**config.mk**
```make
export PLATFORM = sky130hd
export DESIGN_NAME = relation_graph_matrix_engine
export DESIGN_NICKNAME = d
export VERILOG_FILES = /design/src/rtl/rgme_pkg.sv /design/src/rtl/rgme_store.sv /design/src/rtl/relation_graph_matrix_engine.sv
export SDC_FILE = /design/constraint.sdc
export NUM_CORES = 1
export LEC_CHECK = 0
export ABC_AREA = 1
export BUFFER_PORTS_ARGS = -buffer_cell sky130_fd_sc_hd__buf_2
export CAP_MARGIN = 10
export CORE_ASPECT_RATIO = 0.7
export CORE_UTILIZATION = 40
export CTS_CLUSTER_DIAMETER = 60
export DETAILED_ROUTE_END_ITERATION = 16
export GPL_ROUTABILITY_DRIVEN = 0
export SLEW_MARGIN = 0
export SYNTH_ARGS = -nofsm -noshare
export SYNTH_HDL_FRONTEND = slang
export SYNTH_SLANG_ARGS = --single-unit
```
**constraint.sdc**
```tcl
create_clock -name clk -period 4.5 [get_ports clk]
set_input_delay 0.225 -clock clk [delete_from_list [all_inputs] [get_ports clk]]
set_output_delay 0.225 -clock clk [all_outputs]
set_load 0.005 [all_outputs]
```
**src/rtl/rgme_pkg.sv**
```systemverilog
// package for the relation graph matrix engine
// sequencer states, item mode codes, register indexes and the store control group
// no dependencies
`timescale 1ns / 1ps
`default_nettype none
package rgme_pkg;

	localparam logic [2:0] MODE_CLEAR  = 3'd0;
	localparam logic [2:0] MODE_ADD    = 3'd1;
	localparam logic [2:0] MODE_REMOVE = 3'd2;
	localparam logic [2:0] MODE_DIRECT = 3'd3;
	localparam logic [2:0] MODE_REACH  = 3'd4;
	localparam logic [2:0] MODE_CYCLE  = 3'd5;

	localparam logic [1:0] CFG_SYMMETRIC  = 2'd0;
	localparam logic [1:0] CFG_REFLEXIVE  = 2'd1;
	localparam logic [1:0] CFG_TRANSITIVE = 2'd2;
	localparam logic [1:0] CFG_NODE_COUNT = 2'd3;

	localparam logic [4:0] NODE_COUNT_RESET = 5'd16;

	typedef enum logic [3:0] {
		ST_IDLE,
		ST_RD_F,
		ST_GET_F,
		ST_GET_T,
		ST_WR_F,
		ST_REACH_PICK,
		ST_REACH_GET,
		ST_CYC_RD,
		ST_CYC_GET,
		ST_DONE
	} state_t;

	typedef struct packed {
		logic rd;
		logic wr;
		logic clr;
		logic clr_refl;
	} store_ctl_t;

endpackage
`default_nettype wire

```
**src/rtl/rgme_store.sv**
```systemverilog
// adjacency row store: one row memory, row valid bits and the cleared-row image
// depends on rgme_pkg for the control group
`timescale 1ns / 1ps
`default_nettype none
module rgme_store #(
	parameter int ROWS = 16,
	parameter int IW   = 4,
	parameter int NW   = 5
) (
	input  wire logic                 clk,
	input  wire logic                 arst_n,
	input  wire rgme_pkg::store_ctl_t ctl,
	input  wire logic [NW-1:0]        clr_n,
	input  wire logic [IW-1:0]        rd_addr,
	input  wire logic [IW-1:0]        wr_addr,
	input  wire logic [ROWS-1:0]      wr_data,
	output logic      [ROWS-1:0]      rd_row
);
	import rgme_pkg::*;

	logic [ROWS-1:0] mem [ROWS];
	logic [ROWS-1:0] vld_q;
	logic [ROWS-1:0] rd_data_q;
	logic            rd_vld_q;
	logic [IW-1:0]   rd_addr_q;
	logic            diag_q;
	logic [NW-1:0]   diag_n_q;

	always_ff @(posedge clk) begin
		if (ctl.wr) begin
			mem[wr_addr] <= wr_data;
		end
	end

	always_ff @(posedge clk) begin
		if (ctl.rd) begin
			rd_data_q <= mem[rd_addr];
		end
	end

	always_ff @(posedge clk or negedge arst_n) begin
		if (!arst_n) begin
			vld_q     <= '0;
			rd_vld_q  <= 1'b0;
			rd_addr_q <= '0;
			diag_q    <= 1'b0;
			diag_n_q  <= '0;
		end else begin
			if (ctl.clr) begin
				vld_q    <= '0;
				diag_q   <= ctl.clr_refl;
				diag_n_q <= clr_n;
			end else if (ctl.wr) begin
				vld_q[wr_addr] <= 1'b1;
			end
			if (ctl.rd) begin
				rd_vld_q  <= vld_q[rd_addr];
				rd_addr_q <= rd_addr;
			end
		end
	end

	// a row not written since the last clear reads as its cleared image
	always_comb begin
		if (rd_vld_q) begin
			rd_row = rd_data_q;
		end else if (diag_q && (32'(rd_addr_q) < 32'(diag_n_q))) begin
			rd_row = ROWS'(1) << rd_addr_q;
		end else begin
			rd_row = '0;
		end
	end

endmodule
`default_nettype wire

```
**src/rtl/relation_graph_matrix_engine.sv**
```systemverilog
// Relation graph engine: a directed adjacency bit matrix of MAX_NODES rows, one row
// per node, read and written one row per cycle through a row memory with one read
// port and one write port, under a small sequencer. One item is taken at a time and
// in_stall stays high until its result is placed in the output register; the next
// item may be taken while that result still waits. Clear drops the row valid bits as
// it is taken. A reachable test reads the source row and then the row of each node
// reached. A cycle test makes passes over the n nodes in use and ends after the first
// pass that removes no sink or leaves no node, so at most n passes. No clearing pass
// follows reset.
// depends on rgme_pkg and rgme_store
`timescale 1ns / 1ps
`default_nettype none
module relation_graph_matrix_engine #(
	parameter int MAX_NODES = 16
) (
	input  wire logic       clk,
	input  wire logic       arst_n,
	input  wire logic       cfg_wr_en,
	input  wire logic [1:0] cfg_index,
	input  wire logic [4:0] cfg_data,
	input  wire logic       in_valid,
	output logic            in_stall,
	input  wire logic [2:0] mode,
	input  wire logic [3:0] from_node,
	input  wire logic [3:0] to_node,
	output logic            out_valid,
	input  wire logic       out_stall,
	output logic            answer,
	output logic            bad_node
);
	import rgme_pkg::*;

	localparam int RW = MAX_NODES;
	localparam int IW = $clog2(MAX_NODES);
	localparam int NW = $clog2(MAX_NODES + 1);

	logic          symmetric_q;
	logic          reflexive_q;
	logic          transitive_q;
	logic [4:0]    node_count_q;

	state_t        state_q;
	state_t        state_d;
	logic [2:0]    mode_q;
	logic [IW-1:0] f_q;
	logic [IW-1:0] t_q;
	logic [RW-1:0] row_q;
	logic [RW-1:0] visited_q;
	logic [RW-1:0] done_q;
	logic [RW-1:0] removed_q;
	logic [NW-1:0] idx_q;
	logic          rem_any_q;
	logic          ans_q;
	logic          bad_q;
	logic          out_valid_q;
	logic          answer_q;
	logic          bad_node_q;

	logic [NW-1:0] n;
	logic [RW-1:0] mask;
	logic [RW-1:0] live;
	logic [RW-1:0] pend;
	logic [IW-1:0] pick;
	logic          acc;
	logic          bad_in;
	logic          self_in;
	logic          out_free;

	logic [RW-1:0] bit_f;
	logic [RW-1:0] bit_t;
	logic [RW-1:0] bit_idx;
	logic          same;
	logic [RW-1:0] fa;
	logic [RW-1:0] tv;
	logic [RW-1:0] fv;
	logic [RW-1:0] clr_bits;

	store_ctl_t    ctl;
	logic [IW-1:0] rd_addr;
	logic [IW-1:0] wr_addr;
	logic [RW-1:0] wr_data;
	logic [RW-1:0] rd_row;

	rgme_store #(
		.ROWS(RW),
		.IW  (IW),
		.NW  (NW)
	) u_store (
		.clk    (clk),
		.arst_n (arst_n),
		.ctl    (ctl),
		.clr_n  (n),
		.rd_addr(rd_addr),
		.wr_addr(wr_addr),
		.wr_data(wr_data),
		.rd_row (rd_row)
	);

	always_ff @(posedge clk or negedge arst_n) begin
		if (!arst_n) begin
			symmetric_q  <= 1'b0;
			reflexive_q  <= 1'b0;
			transitive_q <= 1'b0;
			node_count_q <= NODE_COUNT_RESET;
		end else if (cfg_wr_en) begin
			unique case (cfg_index)
				CFG_SYMMETRIC:  symmetric_q  <= cfg_data[0];
				CFG_REFLEXIVE:  reflexive_q  <= cfg_data[0];
				CFG_TRANSITIVE: transitive_q <= cfg_data[0];
				CFG_NODE_COUNT: node_count_q <= cfg_data;
				default: ;
			endcase
		end
	end

	// node count saturated to 1..MAX_NODES
	always_comb begin
		if (node_count_q == 5'd0) begin
			n = NW'(1);
		end else if (32'(node_count_q) > MAX_NODES) begin
			n = NW'(MAX_NODES);
		end else begin
			n = NW'(node_count_q);
		end
	end

	always_comb begin
		for (int i = 0; i < RW; i++) begin
			mask[i] = (i < 32'(n));
		end
	end

	assign live = mask & ~removed_q;
	assign pend = visited_q & ~done_q;

	// lowest pending node
	always_comb begin
		pick = '0;
		for (int i = RW - 1; i >= 0; i--) begin
			if (pend[i]) begin
				pick = IW'(i);
			end
		end
	end

	assign in_stall = (state_q != ST_IDLE);
	assign acc      = in_valid && !in_stall;
	assign out_free = !out_valid_q || !out_stall;
	assign bad_in   = ((mode == MODE_ADD) || (mode == MODE_REMOVE) ||
		(mode == MODE_DIRECT) || (mode == MODE_REACH)) &&
		((32'(from_node) >= 32'(n)) || (32'(to_node) >= 32'(n)));
	assign self_in  = reflexive_q && (from_node == to_node);

	assign bit_f   = RW'(1) << f_q;
	assign bit_t   = RW'(1) << t_q;
	assign bit_idx = RW'(1) << idx_q[IW-1:0];
	assign same    = (f_q == t_q);

	// edge update: row_q holds the source row, rd_row the target row
	always_comb begin
		clr_bits = '0;
		if (mode_q == MODE_ADD) begin
			fa = row_q | bit_t;
			tv = (same ? fa : rd_row) | (symmetric_q ? bit_f : '0);
			fv = (same ? tv : fa) | (transitive_q ? (tv & mask) : '0);
		end else begin
			fa       = row_q & ~bit_t;
			tv       = (same ? fa : rd_row) & ~(symmetric_q ? bit_f : '0);
			clr_bits = tv & mask & ~(reflexive_q ? bit_f : '0);
			fv       = (same ? tv : fa) & ~(transitive_q ? clr_bits : '0);
		end
	end

	// next state
	always_comb begin
		state_d = state_q;
		unique case (state_q)
			ST_IDLE: begin
				if (acc) begin
					if (bad_in) begin
						state_d = ST_DONE;
					end else begin
						case (mode)
							MODE_ADD, MODE_DIRECT, MODE_REACH: state_d = ST_RD_F;
							MODE_REMOVE: state_d = self_in ? ST_DONE : ST_RD_F;
							MODE_CYCLE:  state_d = ST_CYC_RD;
							default:     state_d = ST_DONE;
						endcase
					end
				end
			end
			ST_RD_F: state_d = ST_GET_F;
			ST_GET_F: begin
				case (mode_q)
					MODE_DIRECT: state_d = ST_DONE;
					MODE_REACH:  state_d = ST_REACH_PICK;
					default:     state_d = ST_GET_T;
				endcase
			end
			ST_GET_T: state_d = ST_WR_F;
			ST_WR_F:  state_d = ST_DONE;
			ST_REACH_PICK: state_d = (pend == '0) ? ST_DONE : ST_REACH_GET;
			ST_REACH_GET:  state_d = ST_REACH_PICK;
			ST_CYC_RD: begin
				if (idx_q != n) begin
					state_d = ST_CYC_GET;
				end else if ((live == '0) || !rem_any_q) begin
					state_d = ST_DONE;
				end
			end
			ST_CYC_GET: state_d = ST_CYC_RD;
			ST_DONE: state_d = out_free ? ST_IDLE : ST_DONE;
			default: state_d = ST_IDLE;
		endcase
	end

	// store control
	always_comb begin
		ctl          = '0;
		ctl.clr_refl = reflexive_q;
		rd_addr      = f_q;
		wr_addr      = f_q;
		wr_data      = row_q;
		unique case (state_q)
			ST_IDLE: begin
				ctl.clr = acc && (mode == MODE_CLEAR);
			end
			ST_RD_F: begin
				ctl.rd = 1'b1;
			end
			ST_GET_F: begin
				ctl.rd  = (mode_q == MODE_ADD) || (mode_q == MODE_REMOVE);
				rd_addr = t_q;
			end
			ST_GET_T: begin
				ctl.wr  = 1'b1;
				wr_addr = t_q;
				wr_data = tv;
			end
			ST_WR_F: begin
				ctl.wr = 1'b1;
			end
			ST_REACH_PICK: begin
				ctl.rd  = (pend != '0);
				rd_addr = pick;
			end
			ST_CYC_RD: begin
				ctl.rd  = (idx_q != n);
				rd_addr = idx_q[IW-1:0];
			end
			default: ;
		endcase
	end

	always_ff @(posedge clk or negedge arst_n) begin
		if (!arst_n) begin
			state_q     <= ST_IDLE;
			out_valid_q <= 1'b0;
			visited_q   <= '0;
			removed_q   <= '0;
		end else begin
			state_q <= state_d;
			if (state_q == ST_DONE && out_free) begin
				out_valid_q <= 1'b1;
			end else if (!out_stall) begin
				out_valid_q <= 1'b0;
			end
			if (state_q == ST_GET_F && mode_q == MODE_REACH) begin
				visited_q <= rd_row & mask;
			end else if (state_q == ST_REACH_GET) begin
				visited_q <= visited_q | (rd_row & mask);
			end
			if (state_q == ST_IDLE && acc) begin
				removed_q <= '0;
			end else if (state_q == ST_CYC_GET && live[idx_q[IW-1:0]] &&
				((rd_row & live) == '0)) begin
				removed_q <= removed_q | bit_idx;
			end
		end
	end

	always_ff @(posedge clk) begin
		unique case (state_q)
			ST_IDLE: begin
				if (acc) begin
					mode_q    <= mode;
					f_q       <= IW'(from_node);
					t_q       <= IW'(to_node);
					ans_q     <= 1'b0;
					bad_q     <= bad_in;
					idx_q     <= '0;
					rem_any_q <= 1'b0;
					done_q    <= '0;
				end
			end
			ST_GET_F: begin
				row_q <= rd_row;
				if (mode_q == MODE_DIRECT) begin
					ans_q <= rd_row[t_q];
				end
			end
			ST_GET_T: begin
				row_q <= fv;
			end
			ST_REACH_PICK: begin
				if (pend == '0) begin
					ans_q <= visited_q[t_q];
				end else begin
					done_q <= done_q | (RW'(1) << pick);
				end
			end
			ST_CYC_RD: begin
				if (idx_q == n) begin
					ans_q     <= (live != '0);
					idx_q     <= '0;
					rem_any_q <= 1'b0;
				end
			end
			ST_CYC_GET: begin
				if (live[idx_q[IW-1:0]] && ((rd_row & live) == '0)) begin
					rem_any_q <= 1'b1;
				end
				idx_q <= idx_q + NW'(1);
			end
			ST_DONE: begin
				if (out_free) begin
					answer_q   <= ans_q;
					bad_node_q <= bad_q;
				end
			end
			default: ;
		endcase
	end

	assign out_valid = out_valid_q;
	assign answer    = answer_q;
	assign bad_node  = bad_node_q;

endmodule
`default_nettype wire
```
Word level (Yosys, flattened, before mapping)

Memories as Yosys holds them, arrays and structs flattened. A register that Yosys moved wholly into a read port is not among the register bits.
Cells that the tools add are included.

Memories kept: 1
Bits of input ports: 23
Output and inout port bits: 4
Word-level logic and storage cells: 246
Bits in registers: 125
RAM bits: 256

Memory list:

| memory      | depth | bits a word | rd ports | clocked after memory_dff | write ports | RTL line         | text |
|---|---|---|---|---|---|---|---|
| u_store.mem | 16    | 16          | 1        | 1                        | 1           | rgme_store.sv:21 | `logic [ROWS-1:0] mem [ROWS];` |

Reductions and logical operators: 53
Shift operators: 5
Bitwise operators: 23
Multiplexer cells: 81
Equality and inequality tests: 33
$lt $le $gt $ge: 25
$add $sub $neg: 1

Operator list:

| cell                                                       | count |
|---|---|
| 2-to-1 mux 16 bit                                          | 21 |
| AND 16 bit                                                 | 10 |
| bitwise OR 16 bit                                          | 7 |
| 2-to-1 mux 4 bit                                           | 24 |
| inverter 16 bit                                            | 6 |
| << shifter 1 x 4 -> 16 bit, first input constant           | 5 |
| one-hot mux 16 bit (2 select lines)                        | 2 |
| zero test 16 bit                                           | 3 |
| less-than comparator 4 x 5 -> 1 bit, first input constant  | 8 |
| one-hot mux 4 bit (10 select lines)                        | 1 |
| nonzero test 16 bit                                        | 2 |
| one-hot mux 4 bit (3 select lines)                         | 2 |
| less-than comparator 3 x 5 -> 1 bit, first input constant  | 4 |
| less-than comparator 4 x 5 -> 1 bit, second input constant | 4 |
| 2-to-1 mux 5 bit                                           | 4 |
| 2-to-1 mux 1 bit                                           | 17 |
| binary-select mux 1 bit (select 4 bit)                     | 4 |
| == test 4 x 3 -> 1 bit, second input constant              | 4 |
| one-hot mux 5 bit (3 select lines)                         | 1 |
| AND reduction 2 bit                                        | 7 |
| == test 3 x 2 -> 1 bit, second input constant              | 4 |
| logical AND 1 bit                                          | 12 |
| greater-or-equal comparator 4 x 5 -> 1 bit                 | 2 |
| less-than comparator 1 x 5 -> 1 bit, first input constant  | 2 |
| other kinds (36)                                           | 65 |

Logic depth before layout (Yosys ltp)

Depth after elaboration: 22
Mapped depth: 28
Gate-level depth less buffers: 26

Cells and area by module

Synthesis repeated with hierarchy kept, for this count alone.

Cells, all modules: 2106
Area total of the unflattened synthesis: 19755.2 um^2

Modules (own cells, without submodules):

| module                       | cells an instance | area an instance (um^2) | seq. area each (um^2) | instances |
|---|---|---|---|---|
| rgme_store                   | 994               | 12117.9                 | 8843.5                | 1 |
| relation_graph_matrix_engine | 1112              | 7637.3                  | 2718.9                | 1 |

Worst setup path before layout

OpenSTA, ideal clock, no wires.

Path type: flip-flop to flip-flop
Start point: register state_q[1]
End point: register u_store.diag_n_q[1]
Clock period less this slack: 2698 ps
Cell stages (with the launch flop): 10
Required time: 4367 ps
Arrival time: 2565 ps
Buffers on the path: 1
Library setup time: 133 ps
Setup slack: 1802 ps
Cells stage by stage: dfrtp_1 > nor2_1 > inv_1 > nor2_1 > inv_1 > nor2_1 > clkinv_1 > nor2_1 > clkbuf_1 > o21ai_0

Word-level cells in the longest chain between the ends: 5
Elaborated cells between the ends (all ways): 6
Those cells by class: mux (1); reduce/logical (5)

Ends and longest elaborated chain:

| item                   | RTL line                            | text |
|---|---|---|
| start, declared        | relation_graph_matrix_engine.sv:42  | `state_t state_q;` |
| start signal, assigned | relation_graph_matrix_engine.sv:262 | `state_q <= state_d;` |
| nonzero test 4 bit     | relation_graph_matrix_engine.sv:146 | `assign in_stall = (state_q != ST_IDLE);` |
| net in_stall           | relation_graph_matrix_engine.sv:22  | `output logic in_stall,` |
| zero test 1 bit        | relation_graph_matrix_engine.sv:147 | `assign acc = in_valid && !in_stall;` |
| logical AND 1 bit      | relation_graph_matrix_engine.sv:147 |  |
| logical AND 1 bit      | relation_graph_matrix_engine.sv:226 | `ctl.clr = acc && (mode == MODE_CLEAR);` |
| 2-to-1 mux 1 bit       | relation_graph_matrix_engine.sv:224 | `unique case (state_q)` |
| end signal, assigned   | rgme_store.sv:52                    | `diag_n_q <= clr_n;` |
| end, declared          | rgme_store.sv:27                    | `logic [NW-1:0] diag_n_q;` |

The timed path passes the listed nets, and every way through them passes these cells.
A chain may end at the register's enable or synchronous reset.

==> summary.txt <==
Critical path
  • CP Depth: 11
  • CP cell instances: inv_2 -> nor2_1 -> inv_1 -> nor2_2 -> clkinv_1 -> nor2_1 -> a21oi_1 -> inv_1 -> nor3_2 -> buf_4 -> inv_1
  • Crit path kind: flip-flop to flip-flop
  • CP top delay family: buffers and inverters
  • Cell mode on critical path: inv_1
  • Slowest stage delay, CP: 0.78 ns
  • Critical-path maximum fanout: 17
  • WP data required: about 4.7 ns
  • Worst r2r path cells: 11
  • WP data arrival: 3.80 ns
  • CP max-delay cell: inv_1
  • Worst path bufs/invs: 6
  • Reg-to-reg endpoint: u_store.rd_data_q[3]$_DFFE_PP_
  • R2R setup slack: 0.87 ns
  • Setup crit end kind: flip-flop
  • Critical Path Start Type: flip-flop
  • Worst R2R Start: state_q[2]$_DFFE_PN0P_

Finish
  • Diode count: 0
  • Fillers: 4638
  • Register Area: ~12000 µm²
  • Share of cells above drive strength 1: under 10%
  • Final #Nets: between 2000 and 2500
  • Multi-input logic area: approximately 7000 µm²
  • Cell area after layout: approximately 22000 µm²
  • Area Growth Syn to Fin: 12.1%

Yosys
  • Sequential share of the synthesized area: between 50 and 60%
  • Synthesis-stage register bit count: 397
  • Unique masters post-synth: 63
  • Main synth FF type: edfxtp_1
  • Post-Syn Area: between 20000 and 25000 µm²
  • EDFF count, synth: around 330
  • Post-synth ARST share: 18.1%
  • Gate Count Post-Synth: about 2100
  • Syn_nets: about 2100
  • Yosys warnings: 0
  • Post-Syn Area per Cell: approximately 9.6 µm²

Detailed routing
  • Via count: between 15000 and 20000
  • Number of antenna-violating nets in the routed design: 0
  • DR WL met2: ~25000 µm
  • Final wirelength: 63400 µm
  • DR vias/cell: a little under 6
  • Residual DRC: 0
  • Post-DR wirelength/cell: about 22 µm
  • Pre-antenna DRT Iters: 6
  • Met3 wire length: roughly 8400 µm
  • Initial DRC Count: approximately 2200
  • DR top layer: met4
  • Post-Route M1 WL: roughly 28000 µm

Timing
  • Fmax: 0.275 GHz
  • Final hold vios: 0
  • Setup WS post-layout: just under 0.9 ns
  • Setup_tns: 0 ns
  • Measured slew at the worst slew-check pin: between 1 and 1.5 ns
  • Slew headroom: ~22%
  • Fin. max-slew vios: 0
  • Post-Route Skew: ~0.022 ns
  • Fin crit period: 3.63 ns
  • Hold Slack: between 0.004 and 0.005 ns
  • RSZ-0062 raised after global routing: false
  • Tcrit/Tclk final: a little over 80%
  • # setup viols final: 0

GRT
  • Pin count of the biggest net entering global routing: ~190
  • Vias in the first global route: roughly 15000
  • Grt ovf: 0
  • First-pass GRT wire length: 94400 µm
  • GRT Resource Usage Total: 24.4%
  • Initial antenna violation count: 0

Clock network
  • Num CTS Buffers: 39
  • Worst-path clk slew: ~0.060 ns
  • CTS sink cnt: roughly 400
  • CTS tree: done
  • Worst-Skew Late Latency: around 0.57 ns
  • Clock Tree Buf Depth: 3
  • CTS Root Buffer Type: clkbuf_16
  • Htree depth: 2

Power
  • Leakage: between 0.008 and 0.009 µW
  • Sw Ratio: a little over two fifths
  • Power Dens Cells: slightly below 700 nW/µm²
  • Final total power: 15500 µW
  • Combinational share of power: a little over two fifths
  • P_int: a little under 9000 µW
  • Clock share of power: between 20% and 30%
  • Sequential Power Share: between 30% and 40%
  • Net Switching: just under 7000 µW
  • Worst VDD drop: 0.607 mV

Worst hold path
  • Hold_sp: cfg_data[0]
  • Hold WC Path Type: input port to flip-flop
  • Hold Path Cell Cnt: 3
  • Worst Hold Endpoint: reflexive_q$_DFFE_PN0P_

Placement
  • Pre-CTS setup slack: slightly above 0.9 ns
  • Placed cell area: around 21000 µm²
  • PortBufs: 26
  • Post-DP HPWL: 41100 µm

Floorplanning
  • Die W: between 200 and 300 µm
  • Die Area: a little over 50000 µm²
  • Core Area: a little under 50000 µm²
  • IO Count: 27
  • Initial Util: roughly two fifths
  • Num rows: just under 70
  • Die span in y: 189 µm

Outcome
  • Outcome: complete, no violations

Run
  • Max-cap viol count: 0
-- worst max-delay path by stage --
| stage | slack (ns) | to | start |
|---|---|---|---|
| 6_report | 0.87 | u_store.rd_data_q[3]$_DFFE_PP_ | state_q[2]$_DFFE_PN0P_ |
| 2_1_floorplan | 1.80 | u_store.diag_n_q[1]$_DFFE_PN0P_ | state_q[1]$_DFFE_PN0P_ |
| 4_1_cts | 0.90 | u_store.rd_data_q[0]$_DFFE_PP_ | state_q[2]$_DFFE_PN0P_ |
| 3_3_place_gp | 0.96 | u_store.rd_data_q[7]$_DFFE_PP_ | state_q[2]$_DFFE_PN0P_ |
| 3_5_place_dp | 0.91 | u_store.rd_data_q[7]$_DFFE_PP_ | state_q[2]$_DFFE_PN0P_ |
| 5_1_grt | 0.64 | u_store.rd_vld_q$_DFFE_PN0P_ | state_q[2]$_DFFE_PN0P_ |
-- routing by layer --
metal / GRT usage [%] / vias to the layer above
li1: - / 7447
met1: 36.8 / 7812
met2: 33.6 / 1014
met3: 7.62 / 110
met4: 5.73 / 0
met5: 0 / -
-- flip-flops by register name (all words and copies together) (netlist names), 3 cells and up --
register	flops
done_q	16
f_q	4
idx_q	5
mode_q	3
node_count_q	5
removed_q	16
row_q	16
state_q	4
t_q	4
u_store.diag_n_q	5
u_store.mem	256
u_store.rd_addr_q	4
u_store.rd_data_q	16
u_store.vld_q	16
visited_q	16
-- power by group through the flow --
stage	Clock, µW	Sequential (µW)	Combinational, µW
CTS	3190	5580	6630
finish	3150	5600	6800
detailed placement	0	5650	6590
floorplan	0	5410	4590
global placement	0	5640	6480
global route	3320	5650	7440
-- per-stage QoR --
| step | instances | utilization [%] |
|---|---|---|
| after global placement | 2747 | 42.7 |
| after floorplan | 2098 | - |
| final | 2839 | 45.5 |
| after detailed placement | 2747 | 42.7 |
| after CTS | 2838 | 45.5 |
| after global routing | 2839 | 45.5 |
-- synthesized netlist by cell type (6+ instances only) --
master | instances | area [µm²]
a21oi_1 | 53 | 265
dfrtp_1 | 71 | 1780
clkinv_1 | 6 | 22.5
ha_1 | 17 | 213
inv_2 | 19 | 71.3
or2_0 | 10 | 62.6
o22ai_1 | 28 | 175
nand2_1 | 309 | 1160
o21ai_0 | 158 | 791
clkbuf_1 | 65 | 244
nor4_1 | 7 | 43.8
o2111ai_1 | 15 | 131
o211ai_1 | 137 | 1030
o21a_1 | 12 | 90.1
nand4_1 | 19 | 119
o32ai_1 | 9 | 78.8
inv_1 | 247 | 927
nand3_1 | 128 | 641
a31oi_1 | 8 | 50.1
buf_6 | 8 | 90.1
o21ai_1 | 14 | 70.1
nor3_1 | 48 | 240
o31ai_1 | 13 | 97.6
a211oi_1 | 7 | 52.6
nor2_1 | 255 | 957
nor2_2 | 8 | 50.1
buf_4 | 6 | 45.0
buf_2 | 25 | 125
edfxtp_1 | 325 | 9760
-- placed cells by master, fill, tap and decap left out, types with 8 or more instances in the layout --
cell type / n
a21oi_1: 53
a31oi_1: 8
buf_2: 25
buf_4: 63
clkbuf_1: 18
clkbuf_16: 39
clkinv_1: 12
dfrtp_1: 71
dlygate4sd3_1: 21
edfxtp_1: 325
ha_1: 17
inv_1: 246
inv_2: 20
nand2_1: 309
nand3_1: 128
nand4_1: 19
nor2_1: 237
nor2_2: 25
nor3_1: 47
o2111ai_1: 15
o211ai_1: 137
o21a_1: 12
o21ai_0: 158
o21ai_1: 14
o22ai_1: 28
o31ai_1: 13
o32ai_1: 9
or2_0: 10
-- cells by family (layout without fill, tap and decap cells) --
kind of cell	after synthesis	count (layout)	share of synthesized area, %
AND/OR/NAND/NOR	809	809	17.4
AO/OA/AOI/OAI	493	493	16.0
adder cells (fa/ha/maj)	17	17	1.06
buffers and inverters	378	454	7.66
flip-flops	397	397	57.6
XOR/XNOR	4	4	0.175
-- tightest hold or removal path: cells and delay by family --
| family | cells | cell delay (ns) |
|---|---|---|
| AO/OA/AOI/OAI | 1 | 0.09 |
| buffers and inverters | 2 | 0.20 |
-- repair_timing --
item | in CTS | in global routing
gates resized for setup | 0 | 0
hold buffers | 21 | 0
buffers inserted | 0 | 0
hold endpoints to repair | 58 | 0
-- layout make-up --
class / count / share of cell area (%)
sequential: 397 / 51.4
tap: 665 / 3.70
clock inverter: 13 / 0.645
inverter: 273 / 4.57
timing repair buffer: 111 / 3.77
multi-input combinational: 1323 / 31.3
clock buffer: 57 / 4.64
No activity file was read; power rests on OpenSTA's default activity.
